==> src/sv/banked_flash_command_controller_defines.svh <==
// assertion macros shared by the flash controller
`ifndef BANKED_FLASH_COMMAND_CONTROLLER_DEFINES_SVH
`define BANKED_FLASH_COMMAND_CONTROLLER_DEFINES_SVH

// condition must hold in the same cycle as the trigger
`define BFCC_ASSERT_SAME(lbl, clk, rst, ante, cons, msg) \
   lbl: assert property (@(posedge clk) disable iff (rst) (ante) |-> (cons)) \
      else $error(msg);

// condition must hold in the cycle after the trigger
`define BFCC_ASSERT_NEXT(lbl, clk, rst, ante, cons, msg) \
   lbl: assert property (@(posedge clk) disable iff (rst) (ante) |=> (cons)) \
      else $error(msg);

`endif

==> src/sv/bfcc_pkg.sv <==
`timescale 1ns / 1ps

package bfcc_pkg;

   // command interface addresses and codes
   localparam logic [15:0] ADDR_A        = 16'h5555;
   localparam logic [15:0] ADDR_B        = 16'h2AAA;
   localparam logic [7:0]  CODE_UNLOCK_A = 8'hAA;
   localparam logic [7:0]  CODE_UNLOCK_B = 8'h55;
   localparam logic [7:0]  CODE_BANK     = 8'hB0;
   localparam logic [7:0]  CODE_ID       = 8'h90;
   localparam logic [7:0]  CODE_PROGRAM  = 8'hA0;
   localparam logic [7:0]  CODE_ERASE    = 8'h80;
   localparam logic [7:0]  CODE_CHIP     = 8'h10;
   localparam logic [7:0]  CODE_SECTOR   = 8'h30;
   localparam logic [7:0]  CODE_STOP     = 8'hF0;

   localparam logic [7:0]  ERASED_BYTE   = 8'hFF;
   localparam logic [15:0] SECTOR_MASK   = 16'hF000;
   localparam int          SECTOR_W      = 12;
   localparam int          OFF_W         = 16;
   localparam int          PAGE_W        = 7;
   localparam logic [PAGE_W-1:0] PAGE_TAIL = 7'd126;

   localparam int          CSR_IDX_W     = 1;
   localparam logic [CSR_IDX_W-1:0] CSR_MAKER_ID  = 1'd0;
   localparam logic [CSR_IDX_W-1:0] CSR_DEVICE_ID = 1'd1;

   typedef enum logic [3:0] {
      MODE_IDLE, MODE_UNLOCKED1, MODE_COMMAND, MODE_BANKSEL,
      MODE_ID1, MODE_ID2, MODE_IDX1, MODE_IDX2, MODE_IDX3,
      MODE_PROGRAM, MODE_AFTERPROG, MODE_PAGE,
      MODE_ER1, MODE_ER2, MODE_ER3
   } mode_type;

   typedef enum logic [1:0] {
      PH_SWEEP, PH_IDLE, PH_EXEC
   } phase_type;

   typedef enum logic [1:0] {
      RSEL_ZERO, RSEL_MEM, RSEL_ID
   } rsel_type;

   typedef struct packed {
      logic     capture;
      logic     exec;
      rsel_type rsel;
      logic     error;
      logic     mem_write;
      logic     bank_load;
      logic     page_load;
      logic     page_dec;
      logic     chip_start;
      logic     sector_start;
      logic     sweep_step;
   } dp_cmd_type;

   typedef struct packed {
      logic is_write;
      logic addr_a;
      logic addr_b;
      logic addr_zero;
      logic d_unlock_a;
      logic d_unlock_b;
      logic d_bank;
      logic d_id;
      logic d_program;
      logic d_erase;
      logic d_chip;
      logic d_sector;
      logic d_stop;
      logic page_last;
      logic sweep_last;
      logic out_free;
   } dp_sts_type;

endpackage

==> src/sv/bfcc_ctrl.sv <==
`timescale 1ns / 1ps

module bfcc_ctrl
   import bfcc_pkg::*;
(
   input  logic       clock,
   input  logic       reset,
   input  logic       req_tvalid,
   output logic       req_tready,
   input  dp_sts_type sts,
   output dp_cmd_type cmd
);

   phase_type phase_ff, phase_in;
   mode_type  mode_ff, mode_in;

   always_ff @(posedge clock) begin
      if (reset) begin
         phase_ff <= PH_SWEEP;
         mode_ff  <= MODE_IDLE;
      end else begin
         phase_ff <= phase_in;
         mode_ff  <= mode_in;
      end
   end

   assign req_tready = (phase_ff == PH_IDLE);

   // next state
   always_comb begin
      phase_in = phase_ff;
      mode_in  = mode_ff;
      unique case (phase_ff)
         PH_SWEEP: if (sts.sweep_last) phase_in = PH_IDLE;
         PH_IDLE:  if (req_tvalid) phase_in = PH_EXEC;
         PH_EXEC: begin
            if (sts.out_free) begin
               phase_in = PH_IDLE;
               if (sts.is_write) begin
                  unique case (mode_ff)
                     MODE_IDLE:
                        if (sts.addr_a && sts.d_unlock_a) mode_in = MODE_UNLOCKED1;
                     MODE_UNLOCKED1:
                        if (sts.addr_b && sts.d_unlock_b) mode_in = MODE_COMMAND;
                     MODE_COMMAND: begin
                        if (sts.addr_a) begin
                           if (sts.d_bank) mode_in = MODE_BANKSEL;
                           else if (sts.d_id) mode_in = MODE_ID1;
                           else if (sts.d_program) mode_in = MODE_PROGRAM;
                           else if (sts.d_erase) mode_in = MODE_ER1;
                        end
                     end
                     MODE_ER1:  if (sts.addr_a && sts.d_unlock_a) mode_in = MODE_ER2;
                     MODE_IDX1: if (sts.addr_a && sts.d_unlock_a) mode_in = MODE_IDX2;
                     MODE_ER2:  if (sts.addr_b && sts.d_unlock_b) mode_in = MODE_ER3;
                     MODE_IDX2: if (sts.addr_b && sts.d_unlock_b) mode_in = MODE_IDX3;
                     MODE_ER3: begin
                        if (sts.d_chip || sts.d_sector) begin
                           mode_in  = MODE_IDLE;
                           phase_in = PH_SWEEP;
                        end
                     end
                     MODE_IDX3: if (sts.addr_a && sts.d_stop) mode_in = MODE_IDLE;
                     MODE_BANKSEL: if (sts.addr_zero) mode_in = MODE_IDLE;
                     MODE_PROGRAM: mode_in = MODE_AFTERPROG;
                     MODE_AFTERPROG: begin
                        if (sts.addr_a) begin
                           if (sts.d_unlock_a) mode_in = MODE_UNLOCKED1;
                           else if (sts.d_stop) mode_in = MODE_IDLE;
                        end else begin
                           mode_in = MODE_PAGE;
                        end
                     end
                     MODE_PAGE: if (sts.page_last) mode_in = MODE_IDLE;
                     default: mode_in = mode_ff;
                  endcase
               end else begin
                  if (mode_ff == MODE_ID1) mode_in = MODE_ID2;
                  else if (mode_ff == MODE_ID2) mode_in = MODE_IDX1;
               end
            end
         end
         default: phase_in = PH_IDLE;
      endcase
   end

   // datapath commands
   always_comb begin
      cmd = '0;
      cmd.rsel = RSEL_ZERO;
      unique case (phase_ff)
         PH_SWEEP: cmd.sweep_step = 1'b1;
         PH_IDLE:  cmd.capture = req_tvalid;
         PH_EXEC: begin
            if (sts.out_free) begin
               cmd.exec = 1'b1;
               if (sts.is_write) begin
                  unique case (mode_ff)
                     MODE_IDLE:
                        cmd.error = !(sts.addr_a && (sts.d_unlock_a || sts.d_stop));
                     MODE_UNLOCKED1:
                        cmd.error = !(sts.addr_b && sts.d_unlock_b);
                     MODE_COMMAND:
                        cmd.error = !(sts.addr_a && (sts.d_bank || sts.d_id
                                                     || sts.d_program || sts.d_erase));
                     MODE_ER1, MODE_IDX1:
                        cmd.error = !(sts.addr_a && sts.d_unlock_a);
                     MODE_ER2, MODE_IDX2:
                        cmd.error = !(sts.addr_b && sts.d_unlock_b);
                     MODE_ER3: begin
                        cmd.chip_start   = sts.d_chip;
                        cmd.sector_start = sts.d_sector;
                        cmd.error        = !(sts.d_chip || sts.d_sector);
                     end
                     MODE_IDX3:
                        cmd.error = !(sts.addr_a && sts.d_stop);
                     MODE_BANKSEL: begin
                        cmd.bank_load = sts.addr_zero;
                        cmd.error     = !sts.addr_zero;
                     end
                     MODE_PROGRAM: cmd.mem_write = 1'b1;
                     MODE_AFTERPROG: begin
                        if (sts.addr_a) begin
                           cmd.error = !(sts.d_unlock_a || sts.d_stop);
                        end else begin
                           cmd.mem_write = 1'b1;
                           cmd.page_load = 1'b1;
                        end
                     end
                     MODE_PAGE: begin
                        cmd.mem_write = 1'b1;
                        cmd.page_dec  = 1'b1;
                     end
                     default: cmd.error = 1'b1;
                  endcase
               end else begin
                  cmd.rsel = (mode_ff == MODE_ID1 || mode_ff == MODE_ID2) ? RSEL_ID : RSEL_MEM;
               end
            end
         end
         default: cmd = '0;
      endcase
   end

endmodule

==> config.mk <==
export PLATFORM = sky130hd
export DESIGN_NAME = bfcc_ctrl
export DESIGN_NICKNAME = d
export VERILOG_FILES = /design/src/sv/banked_flash_command_controller_defines.svh /design/src/sv/bfcc_pkg.sv /design/src/sv/bfcc_ctrl.sv
export SDC_FILE = /design/constraint.sdc
export NUM_CORES = 1
export LEC_CHECK = 0
export BUFFER_PORTS_ARGS = -buffer_cell sky130_fd_sc_hd__buf_2
export CORE_MARGIN = 2
export CORE_UTILIZATION = 35
export CTS_CLUSTER_SIZE = 10
export DETAILED_ROUTE_END_ITERATION = 7
export PLACE_DENSITY = 0.75
export SLEW_MARGIN = 20
export SYNTH_ARGS = -nofsm -noshare
export SYNTH_HDL_FRONTEND = slang
export SYNTH_SLANG_ARGS = --single-unit
==> constraint.sdc <==
create_clock -name clock -period 2 [get_ports clock]
set_clock_uncertainty 0.1 [all_clocks]
set_input_delay 0 -clock clock [delete_from_list [all_inputs] [get_ports clock]]
set_output_delay 0 -clock clock [all_outputs]
set_load 0.01 [all_outputs]
# After elaboration in Yosys (flattened, before gate mapping)
# Cells that the tools add are included.
dict set report word_totals {
  register_bits 6
  inputBits 19
  output_inout_bits 13
  word_cells 106
}
dict set report op_classes {
  n_eq_ne 33
  n_mux 44
  n_reduce_logical 27
}
# op count
set op_table {}
lappend op_table {{4-bit 2-to-1 mux} 21}
lappend op_table {{4-bit case mux with 13 select lines} 1}
lappend op_table {{3-bit != test (second input constant)} 11}
lappend op_table {{4-bit == test (second input constant)} 7}
lappend op_table {{10-bit 2-to-1 mux} 2}
lappend op_table {{17-bit AND reduction} 1}
lappend op_table {{4-bit by 3-bit == test with 1-bit output (second input constant)} 4}
lappend op_table {{14-bit by 1-bit != test with 1-bit output (second input constant)} 1}
lappend op_table {{2-bit 2-to-1 mux} 6}
lappend op_table {{1-bit 2-to-1 mux} 10}
lappend op_table {{1-bit case mux with 9 select lines} 1}
lappend op_table {{4-bit by 2-bit == test with 1-bit output (second input constant)} 2}
lappend op_table {{1-bit zero test} 8}
lappend op_table {{7-bit 2-to-1 mux} 1}
lappend op_table {{1-bit logical OR} 6}
lappend op_table {{2-bit != test (second input constant)} 3}
lappend op_table {{6-bit != test (second input constant)} 1}
lappend op_table {{2-bit case mux with 3 select lines} 1}
lappend op_table {{1-bit logical AND} 5}
lappend op_table {{5-bit != test (second input constant)} 1}
lappend op_table {{4-bit by 1-bit == test with 1-bit output (second input constant)} 1}
lappend op_table {{4-bit zero test} 1}
lappend op_table {{2-bit OR reduction} 2}
lappend op_table {{3-bit AND reduction} 1}
lappend op_table {{6 further kinds} 6}

# Depth between registers and ports, before layout
# Gate-level depths: netlist of the first run.
dict set report logic_depth {
  word_depth 9
  depth_mapped 7
  depth_no_buf 6
}

# Least setup slack after synthesis of the first run
# OpenSTA, ideal clock, no wires.
dict set report synth_path {
  kind {reg2reg}
  startpoint {register mode_ff[2]}
  endpoint {register mode_ff[0]}
  setup_time_ns 0.121
  arrival_ns 1.691
  required_time_ns 1.779
  slack_ns 0.087
  stages_incl_launch_ff 8
  n_path_buf 1
  period_less_slack_ns 1.913
  path_cell_list {dfxtp_1 buf_6 nor2_2 or4b_4 nor3_2 nor4_2 a21o_4 mux2_4}
}
dict set report synth_via {
  elab_chain_cells 3
  word_cells_on_any_way 34
  cone_classes {eq/ne (28); mux (3); reduce/logical (3)}
}
# item line
set synth_lines {}
lappend synth_lines {{start, declared} bfcc_ctrl.sv:15} ;# mode_type mode_ff, mode_in;
lappend synth_lines {{start signal, assigned} bfcc_ctrl.sv:23} ;# mode_ff <= mode_in;
lappend synth_lines {{4-bit == test, or another cell as far along} bfcc_ctrl.sv:40} ;# unique case (mode_ff)
lappend synth_lines {{14-bit by 1-bit != test with 1-bit output (no source line), or another cell as far along} --}
lappend synth_lines {{17-bit AND reduction (no source line) or 4-bit 2-to-1 mux (tied branches)} --}
# Parallel ways exist; a longest one is shown, timed or not.
# A chain may end at the register's enable or synchronous reset.

==> run_summary.xml, run 1 <==
<?xml version="1.0" encoding="UTF-8"?>
<metrics>
  <group name="timing">
    <metric name="setup_ws" unit="ns">0.0162</metric>
    <metric name="unrepaired_setup_endpoints_after_global_routing" unit="">yes</metric>
    <metric name="final_min_period_over_clock_period" unit="%">99.2</metric>
    <metric name="hold_ws" unit="ns">0.0145</metric>
    <metric name="drv_slew" unit="">0</metric>
    <metric name="post-route-min-period" unit="ns">1.98</metric>
    <metric name="final_hold_viol_count" unit="">0</metric>
    <metric name="maxSlewHeadroom" unit="%">74.7</metric>
    <metric name="finalSetupViolCount" unit="">0</metric>
    <metric name="timing.fmax" unit="MHz">504</metric>
    <metric name="timing_worst_slew_pin_value" unit="ns">0.377</metric>
  </group>
  <group name="worst_setup_path">
    <metric name="slowest_stage" unit="">sky130_fd_sc_hd__or4b_4</metric>
    <metric name="cp_cell_sequence" unit="">nor2_4 -&gt; or4b_4 -&gt; nor3_4 -&gt; nor4_2 -&gt; buf_4 -&gt; a31oi_1 -&gt; buf_2</metric>
    <metric name="endpoint_kind" unit="">output pin</metric>
    <metric name="cp.arrival" unit="ns">1.88</metric>
    <metric name="setup.worst_path.class" unit="">reg -&gt; out</metric>
    <metric name="crit_path_max_incr_delay" unit="ns">0.50</metric>
    <metric name="worstSetupStartpointType" unit="">flop</metric>
    <metric name="worstPathMaxFanout" unit="">5</metric>
    <metric name="cp.required" unit="ns">1.90</metric>
  </group>
  <group name="grt">
    <metric name="antenna_found_initial" unit="">0</metric>
    <metric name="grtUsageTotal" unit="%">19.1</metric>
    <metric name="grt_first_pass_wirelength" unit="um">4020</metric>
    <metric name="grt-ovfl-total" unit="">0</metric>
    <metric name="maximum_number_of_pins_on_one_net_before_global_route_repair" unit="">16</metric>
    <metric name="first_global_vias" unit="">972</metric>
  </group>
  <group name="clocking">
    <metric name="cts-htree-levels" unit="">1</metric>
    <metric name="cts_max_path_buffers" unit="">2</metric>
    <metric name="cts.sink_count" unit="">6</metric>
    <metric name="clk-insertion-delay-late" unit="ns">0.24</metric>
    <metric name="cts_tree" unit="">yes</metric>
    <metric name="cts-root-buf" unit="">sky130_fd_sc_hd__clkbuf_4</metric>
    <metric name="cts_inserted_buffers" unit="">3</metric>
    <metric name="clkTransAtPathRegs" unit="ns">0.05</metric>
  </group>
  <group name="power">
    <metric name="pwr-share-clk" unit="%">34.8</metric>
    <metric name="internal-power" unit="mW">0.227</metric>
    <metric name="pwr-share-seq" unit="%">39.0</metric>
    <metric name="power.density_cell_area" unit="nW/um^2">279</metric>
    <metric name="switching_share" unit="%">28.6</metric>
    <metric name="cellLeakagePower" unit="nW">0.522</metric>
    <metric name="share_comb_of_total_power" unit="%">26.2</metric>
    <metric name="vdd_drop_max" unit="mV">0.324</metric>
    <metric name="netSwitchingPower" unit="mW">0.0911</metric>
    <metric name="fin_total_pwr" unit="mW">0.318</metric>
  </group>
  <group name="die">
    <metric name="top_level_ports" unit="">32</metric>
    <metric name="die_height" unit="um">52.3</metric>
    <metric name="die_area" unit="sq um">2730</metric>
    <metric name="start_util" unit="%">36.9</metric>
    <metric name="fp-row-count" unit="">17</metric>
    <metric name="placeableCoreArea" unit="sq um">2210</metric>
    <metric name="fp.dieW" unit="um">52.3</metric>
  </group>
  <group name="synthesis">
    <metric name="synth.area.top_cells" unit="">sky130_fd_sc_hd__dfxtp_1 15%, sky130_fd_sc_hd__a21oi_1 7.4%, sky130_fd_sc_hd__mux2_4 7.4%, sky130_fd_sc_hd__nor2_1 7.4%, sky130_fd_sc_hd__o21ai_0 6.7%</metric>
    <metric name="synthesis.yosys.warnings" unit="">0</metric>
    <metric name="synth-edff-count" unit="">0</metric>
    <metric name="synth.net_count" unit="">143</metric>
    <metric name="synthDominantCellAreaShare" unit="%">14.7</metric>
    <metric name="ys_dominant_reg_cell" unit="">sky130_fd_sc_hd__dfxtp_1</metric>
    <metric name="yosys.cell_types.count" unit="">36</metric>
    <metric name="synthMostInstantiatedCell" unit="">sky130_fd_sc_hd__nor2_1</metric>
    <metric name="syn-mean-instance-area" unit="sq um">6.58</metric>
    <metric name="synthesis.area" unit="sq um">816</metric>
    <metric name="postSynthRegisterBits" unit="">6</metric>
    <metric name="yosysTopAreaCell" unit="">sky130_fd_sc_hd__dfxtp_1</metric>
    <metric name="synth.yosys.seq_area_share" unit="%">14.7</metric>
    <metric name="synthCells" unit="">124</metric>
    <metric name="synth_common_cells" unit="">16 x sky130_fd_sc_hd__nor2_1, 14 x sky130_fd_sc_hd__nand2_1, 12 x sky130_fd_sc_hd__a21oi_1, 11 x sky130_fd_sc_hd__o21ai_0, 7 x sky130_fd_sc_hd__inv_1</metric>
    <metric name="asyncSetResetFlopFracSynth" unit="%">0</metric>
  </group>
  <group name="drt">
    <metric name="routed_length_per_placed_instance" unit="um">12.9</metric>
    <metric name="ant_nets" unit="">0</metric>
    <metric name="via_count" unit="">1036</metric>
    <metric name="routed_wl" unit="um">2510</metric>
    <metric name="via_per_inst" unit="">5.34</metric>
    <metric name="drt-pass1-iter-count" unit="">4</metric>
    <metric name="drc" unit="">0</metric>
    <metric name="drt_iter0_markers" unit="">33</metric>
  </group>
  <group name="placement">
    <metric name="pre_cts_ws" unit="ns">-0.0701</metric>
    <metric name="placed_area" unit="sq um">1050</metric>
    <metric name="routabilityCongestion" unit="">0.896</metric>
    <metric name="dpl.hpwl" unit="um">1940</metric>
    <metric name="dp_cells" unit="">186</metric>
    <metric name="port_buffers" unit="">31</metric>
  </group>
  <group name="finish">
    <metric name="finalNetCount" unit="">187</metric>
    <metric name="fillers" unit="">231</metric>
    <metric name="proportion_of_layout_cells_with_a_drive_suffix_above_1" unit="%">38.0</metric>
    <metric name="syn2layout_area_growth" unit="%">39.7</metric>
    <metric name="post_layout_nonfiller_instances" unit="">194</metric>
    <metric name="final_design_area_no_fill" unit="sq um">1140</metric>
    <metric name="antenna-diode-count" unit="">0</metric>
  </group>
  <group name="run_status">
    <metric name="outcome" unit="">complete, no violations</metric>
  </group>
  <group name="flow_run">
    <metric name="max_cap_violations" unit="">0</metric>
  </group>
  <group name="worst_hold_path">
    <metric name="worst_hold_path_type" unit="">in -&gt; reg</metric>
  </group>
</metrics>
[routing by layer]
metal / up-vias / routed length [um] / GRT usage [%]
li1: 522 / - / -
met1: 473 / 1100 / 23.7
met2: 41 / 1280 / 34.6
met3: 0 / 134 / 3.43
met4: 0 / 0 / 2.56
met5: - / 0 / 0
[critical path, delay by kind of cell (launching register included)]
family	cells	cell delay, ns
compound gates	1	0.15
simple gates	4	0.84
buf+inv	2	0.29
flops	1	0.36
[power groups by stage]
stage | Clock, mW | Combinational (mW) | Sequential, mW
6_report | 0.111 | 0.0833 | 0.124
5_1_grt | 0.125 | 0.0918 | 0.124
4_1_cts | 0.117 | 0.0807 | 0.125
3_5_place_dp | 0 | 0.0761 | 0.129
3_3_place_gp | 0 | 0.0751 | 0.128
2_1_floorplan | 0 | 0.0385 | 0.128
[layout by cell type (no fill, tap or decap)]
cell type	instances
sky130_fd_sc_hd__clkbuf_4	3
sky130_fd_sc_hd__nor4b_1	1
sky130_fd_sc_hd__nor3_1	5
sky130_fd_sc_hd__nand2b_4	1
sky130_fd_sc_hd__mux2_2	1
sky130_fd_sc_hd__a2bb2oi_1	1
sky130_fd_sc_hd__nor3b_1	2
sky130_fd_sc_hd__dfxtp_4	2
sky130_fd_sc_hd__dfxtp_1	4
sky130_fd_sc_hd__nor4_2	1
sky130_fd_sc_hd__inv_1	7
sky130_fd_sc_hd__nand3_1	1
sky130_fd_sc_hd__o21ai_0	11
sky130_fd_sc_hd__buf_2	31
sky130_fd_sc_hd__or4b_4	1
sky130_fd_sc_hd__nor2b_1	6
sky130_fd_sc_hd__dlygate4sd3_1	2
sky130_fd_sc_hd__nor2_1	16
sky130_fd_sc_hd__nor4_1	1
sky130_fd_sc_hd__a211oi_1	2
sky130_fd_sc_hd__nor3_4	1
sky130_fd_sc_hd__o211ai_1	2
sky130_fd_sc_hd__a21o_4	1
sky130_fd_sc_hd__nand4_1	2
sky130_fd_sc_hd__and3_1	3
sky130_fd_sc_hd__a21oi_2	1
sky130_fd_sc_hd__o31ai_1	1
sky130_fd_sc_hd__buf_4	15
sky130_fd_sc_hd__nand2_1	14
sky130_fd_sc_hd__mux2_4	4
sky130_fd_sc_hd__a21oi_1	11
sky130_fd_sc_hd__nor2_4	1
sky130_fd_sc_hd__a31oi_1	3
sky130_fd_sc_hd__and2_1	3
sky130_fd_sc_hd__xor2_1	2
sky130_fd_sc_hd__nand3b_1	1
sky130_fd_sc_hd__o221ai_1	1
sky130_fd_sc_hd__nand4b_1	1
[logic make-up (layout without fill, tap and decap cells)]
| group | after synthesis | in the layout | share of synthesized area [%] |
|---|---|---|---|
| simple gates | 61 | 61 | 40.8 |
| xor+xnor | 2 | 2 | 2.15 |
| mux | 5 | 5 | 8.74 |
| buf+inv | 16 | 58 | 8.59 |
| flops | 6 | 6 | 14.7 |
| compound gates | 34 | 34 | 25.0 |
[flip-flops by register name, summed over array words and instances (netlist names)]
signal and cells:
mode_ff 4, phase_ff 2
[final timing paths]
path / from / slack, ns / to / cells after the start
setup / recovery: mode_ff[2] / 0.02 / cmd[7] / 7
hold / removal: sts[0] / 0.01 / phase_ff[1] / 4
setup reg to reg: mode_ff[2] / 0.03 / mode_ff[2] / 6
hold reg to reg: phase_ff[0] / 0.52 / phase_ff[0] / 2
[layout make-up]
class | instances | area [sq um] | area share (%)
inverters | 7 | 26.3 | 2.31
multi-input cells | 102 | 641 | 56.2
well taps | 28 | 35.0 | 3.07
clock buffers | 3 | 22.5 | 1.98
flip-flops and latches | 6 | 128 | 11.2
repair buffers | 48 | 288 | 25.2
[stage by stage]
| stage | util, % | setup TNS (ns) |
|---|---|---|
| final | 51.5 | 0 |
| after global routing | 51.5 | -0.266 |
| after CTS | 51.0 | 0 |
| after detailed placement | 47.6 | -0.268 |
| after global placement | 47.6 | 0 |
| after floorplan | - | 0 |
[what timing repair did]
action | in CTS | in global routing
hold buffers | 2 | 0
endpoints found under the setup margin | 5 | 5
resized for setup | 4 | 3
pin swaps | 0 | 1
endpoints found under the hold margin | 2 | 0
buffers inserted | 3 | 0
No activity file was read; power rests on OpenSTA's default activity.
==> run 2: changes to the inputs <==
- PLACE_DENSITY: 0.75 -> 0.73
- clock period: 2 -> 2.5 ns (I/O delays scaled with it)
==> run_summary.xml, run 2 (synthesis results as in run 1) <==
<?xml version="1.0" encoding="UTF-8"?>
<metrics>
  <group name="grt">
    <metric name="antenna_found_initial" unit="">0</metric>
    <metric name="grtUsageTotal" unit="%">18.1</metric>
    <metric name="grt-ovfl-total" unit="">0</metric>
    <metric name="grt_first_pass_wirelength" unit="um">3820</metric>
    <metric name="maximum_number_of_pins_on_one_net_before_global_route_repair" unit="">19</metric>
    <metric name="first_global_vias" unit="">915</metric>
  </group>
  <group name="run_status">
    <metric name="outcome" unit="">complete, no violations</metric>
  </group>
  <group name="clocking">
    <metric name="cts.sink_count" unit="">6</metric>
    <metric name="clk-insertion-delay-late" unit="ns">0.24</metric>
    <metric name="clkTransAtPathRegs" unit="ns">0.04</metric>
    <metric name="cts-root-buf" unit="">sky130_fd_sc_hd__clkbuf_4</metric>
    <metric name="cts-htree-levels" unit="">1</metric>
    <metric name="cts_max_path_buffers" unit="">2</metric>
    <metric name="cts_tree" unit="">yes</metric>
    <metric name="post_cts_resized" unit="">0</metric>
    <metric name="cts_inserted_buffers" unit="">3</metric>
  </group>
  <group name="timing">
    <metric name="timing_worst_slew_pin_value" unit="ns">0.624</metric>
    <metric name="unrepaired_setup_endpoints_after_global_routing" unit="">no</metric>
    <metric name="post-route-min-period" unit="ns">2.24</metric>
    <metric name="final_min_period_over_clock_period" unit="%">89.6</metric>
    <metric name="drv_slew" unit="">0</metric>
    <metric name="finalSetupViolCount" unit="">0</metric>
    <metric name="timing.fmax" unit="MHz">446</metric>
    <metric name="maxSlewHeadroom" unit="%">58.3</metric>
    <metric name="finalSetupTns" unit="ns">0</metric>
    <metric name="final_hold_viol_count" unit="">0</metric>
  </group>
  <group name="drt">
    <metric name="ant_nets" unit="">0</metric>
    <metric name="routed_length_per_placed_instance" unit="um">12.6</metric>
    <metric name="drt-pass1-iter-count" unit="">5</metric>
    <metric name="routed_wl" unit="um">2320</metric>
    <metric name="drc" unit="">0</metric>
    <metric name="via_count" unit="">1037</metric>
    <metric name="via_per_inst" unit="">5.64</metric>
    <metric name="drt_iter0_markers" unit="">29</metric>
  </group>
  <group name="die">
    <metric name="placeableCoreArea" unit="sq um">2210</metric>
    <metric name="fp-row-count" unit="">17</metric>
    <metric name="die_area" unit="sq um">2730</metric>
    <metric name="top_level_ports" unit="">32</metric>
    <metric name="die_height" unit="um">52.3</metric>
    <metric name="start_util" unit="%">36.9</metric>
    <metric name="fp.dieW" unit="um">52.3</metric>
  </group>
  <group name="power">
    <metric name="cellLeakagePower" unit="nW">0.466</metric>
    <metric name="vdd_drop_max" unit="mV">0.188</metric>
    <metric name="power.density_cell_area" unit="nW/um^2">242</metric>
  </group>
  <group name="worst_setup_path">
    <metric name="cp.arrival" unit="ns">2.27</metric>
    <metric name="setup.worst_path.class" unit="">reg -&gt; reg</metric>
    <metric name="worstPathMaxFanout" unit="">14</metric>
    <metric name="cp.required" unit="ns">2.53</metric>
    <metric name="worstSetupStartpointType" unit="">flop</metric>
    <metric name="endpoint_kind" unit="">flop</metric>
  </group>
  <group name="finish">
    <metric name="largestRegisters" unit="">mode_ff: 4 flops, phase_ff: 2 flops</metric>
    <metric name="proportion_of_layout_cells_with_a_drive_suffix_above_1" unit="%">31.4</metric>
    <metric name="most_common_cell_after_layout_fill_and_taps_aside" unit="">sky130_fd_sc_hd__buf_2</metric>
    <metric name="antenna-diode-count" unit="">0</metric>
    <metric name="post_layout_nonfiller_instances" unit="">184</metric>
    <metric name="most-common-layout-cells" unit="">31 x sky130_fd_sc_hd__buf_2, 16 x sky130_fd_sc_hd__nor2_1, 14 x sky130_fd_sc_hd__nand2_1</metric>
    <metric name="syn2layout_area_growth" unit="%">28.1</metric>
    <metric name="regMostFlops" unit="">mode_ff</metric>
    <metric name="largest_register_ff_count" unit="">4</metric>
    <metric name="finalNetCount" unit="">177</metric>
  </group>
  <group name="worst_hold_path">
    <metric name="worst_hold_path_type" unit="">in -&gt; reg</metric>
  </group>
  <group name="flow_run">
    <metric name="max_cap_violations" unit="">0</metric>
  </group>
  <group name="placement">
    <metric name="dp_cells" unit="">178</metric>
    <metric name="routabilityCongestion" unit="">0.907</metric>
    <metric name="port_buffers" unit="">31</metric>
    <metric name="dpl.hpwl" unit="um">1800</metric>
  </group>
</metrics>
[run 2: routing by layer]
layer | global-route usage (%) | vias up | routed length [um]
li1 | - | 504 | -
met1 | 22.6 | 481 | 1040
met2 | 32.1 | 50 | 1110
met3 | 3.71 | 2 | 162
met4 | 3.42 | 0 | 7
met5 | 0 | - | 0
[run 2: what timing repair did]
item                       4_1_cts  5_1_grt
hold endpoints to repair         2        0
setup endpoints to repair        0        0
hold buffers                     3        0
buffers inserted                 0        0
[run 2: final timing paths]
path                                   from           to  slack, ns  cells past startpoint
worst min register to register  phase_ff[0]  phase_ff[0]       0.53                      2
worst max-delay path             mode_ff[1]   mode_ff[1]       0.26                      6
worst max register to register   mode_ff[1]   mode_ff[1]       0.26                      6
worst min-delay path                 sts[0]  phase_ff[0]       0.05                      3
[run 2: cell type report]
cell class	instances	area (sq um)
Inverter	7	26.3
Clock buffer	3	22.5
Timing Repair Buffer	38	215
Sequential cell	6	120
Multi-Input combinational cell	102	626
Fill cell	247	1170
Tap cell	28	35.0
[run 2: through the flow]
stage	total power, mW	setup slack, ns	hold slack [ns]	area (sq um)	utilization [%]
global route	0.273	0.128	0.0763	1040	47.2
CTS	0.257	0.263	0.0684	1040	47.2
finish	0.253	0.259	0.0515	1040	47.2
floorplan	0.133	0.587	-0.0456	816	-
detailed placement	0.162	0.254	0.201	992	44.9
global placement	0.160	0.357	0.200	992	44.9
[run 2: power breakdown]
group | switching, mW | internal [mW]
combinational | 0.0324 | 0.0299
sequential | 0.00293 | 0.0986
clock | 0.0344 | 0.0543
total | 0.0698 | 0.183
[run 2: critical path: stages (launching register included)]
cell	delay, ns
sky130_fd_sc_hd__dfxtp_1	0.64
sky130_fd_sc_hd__nand2b_4	0.11
sky130_fd_sc_hd__or4b_4	0.51
sky130_fd_sc_hd__nor3_2	0.16
sky130_fd_sc_hd__nor4_2	0.08
sky130_fd_sc_hd__a21o_4	0.24
sky130_fd_sc_hd__mux2_4	0.30
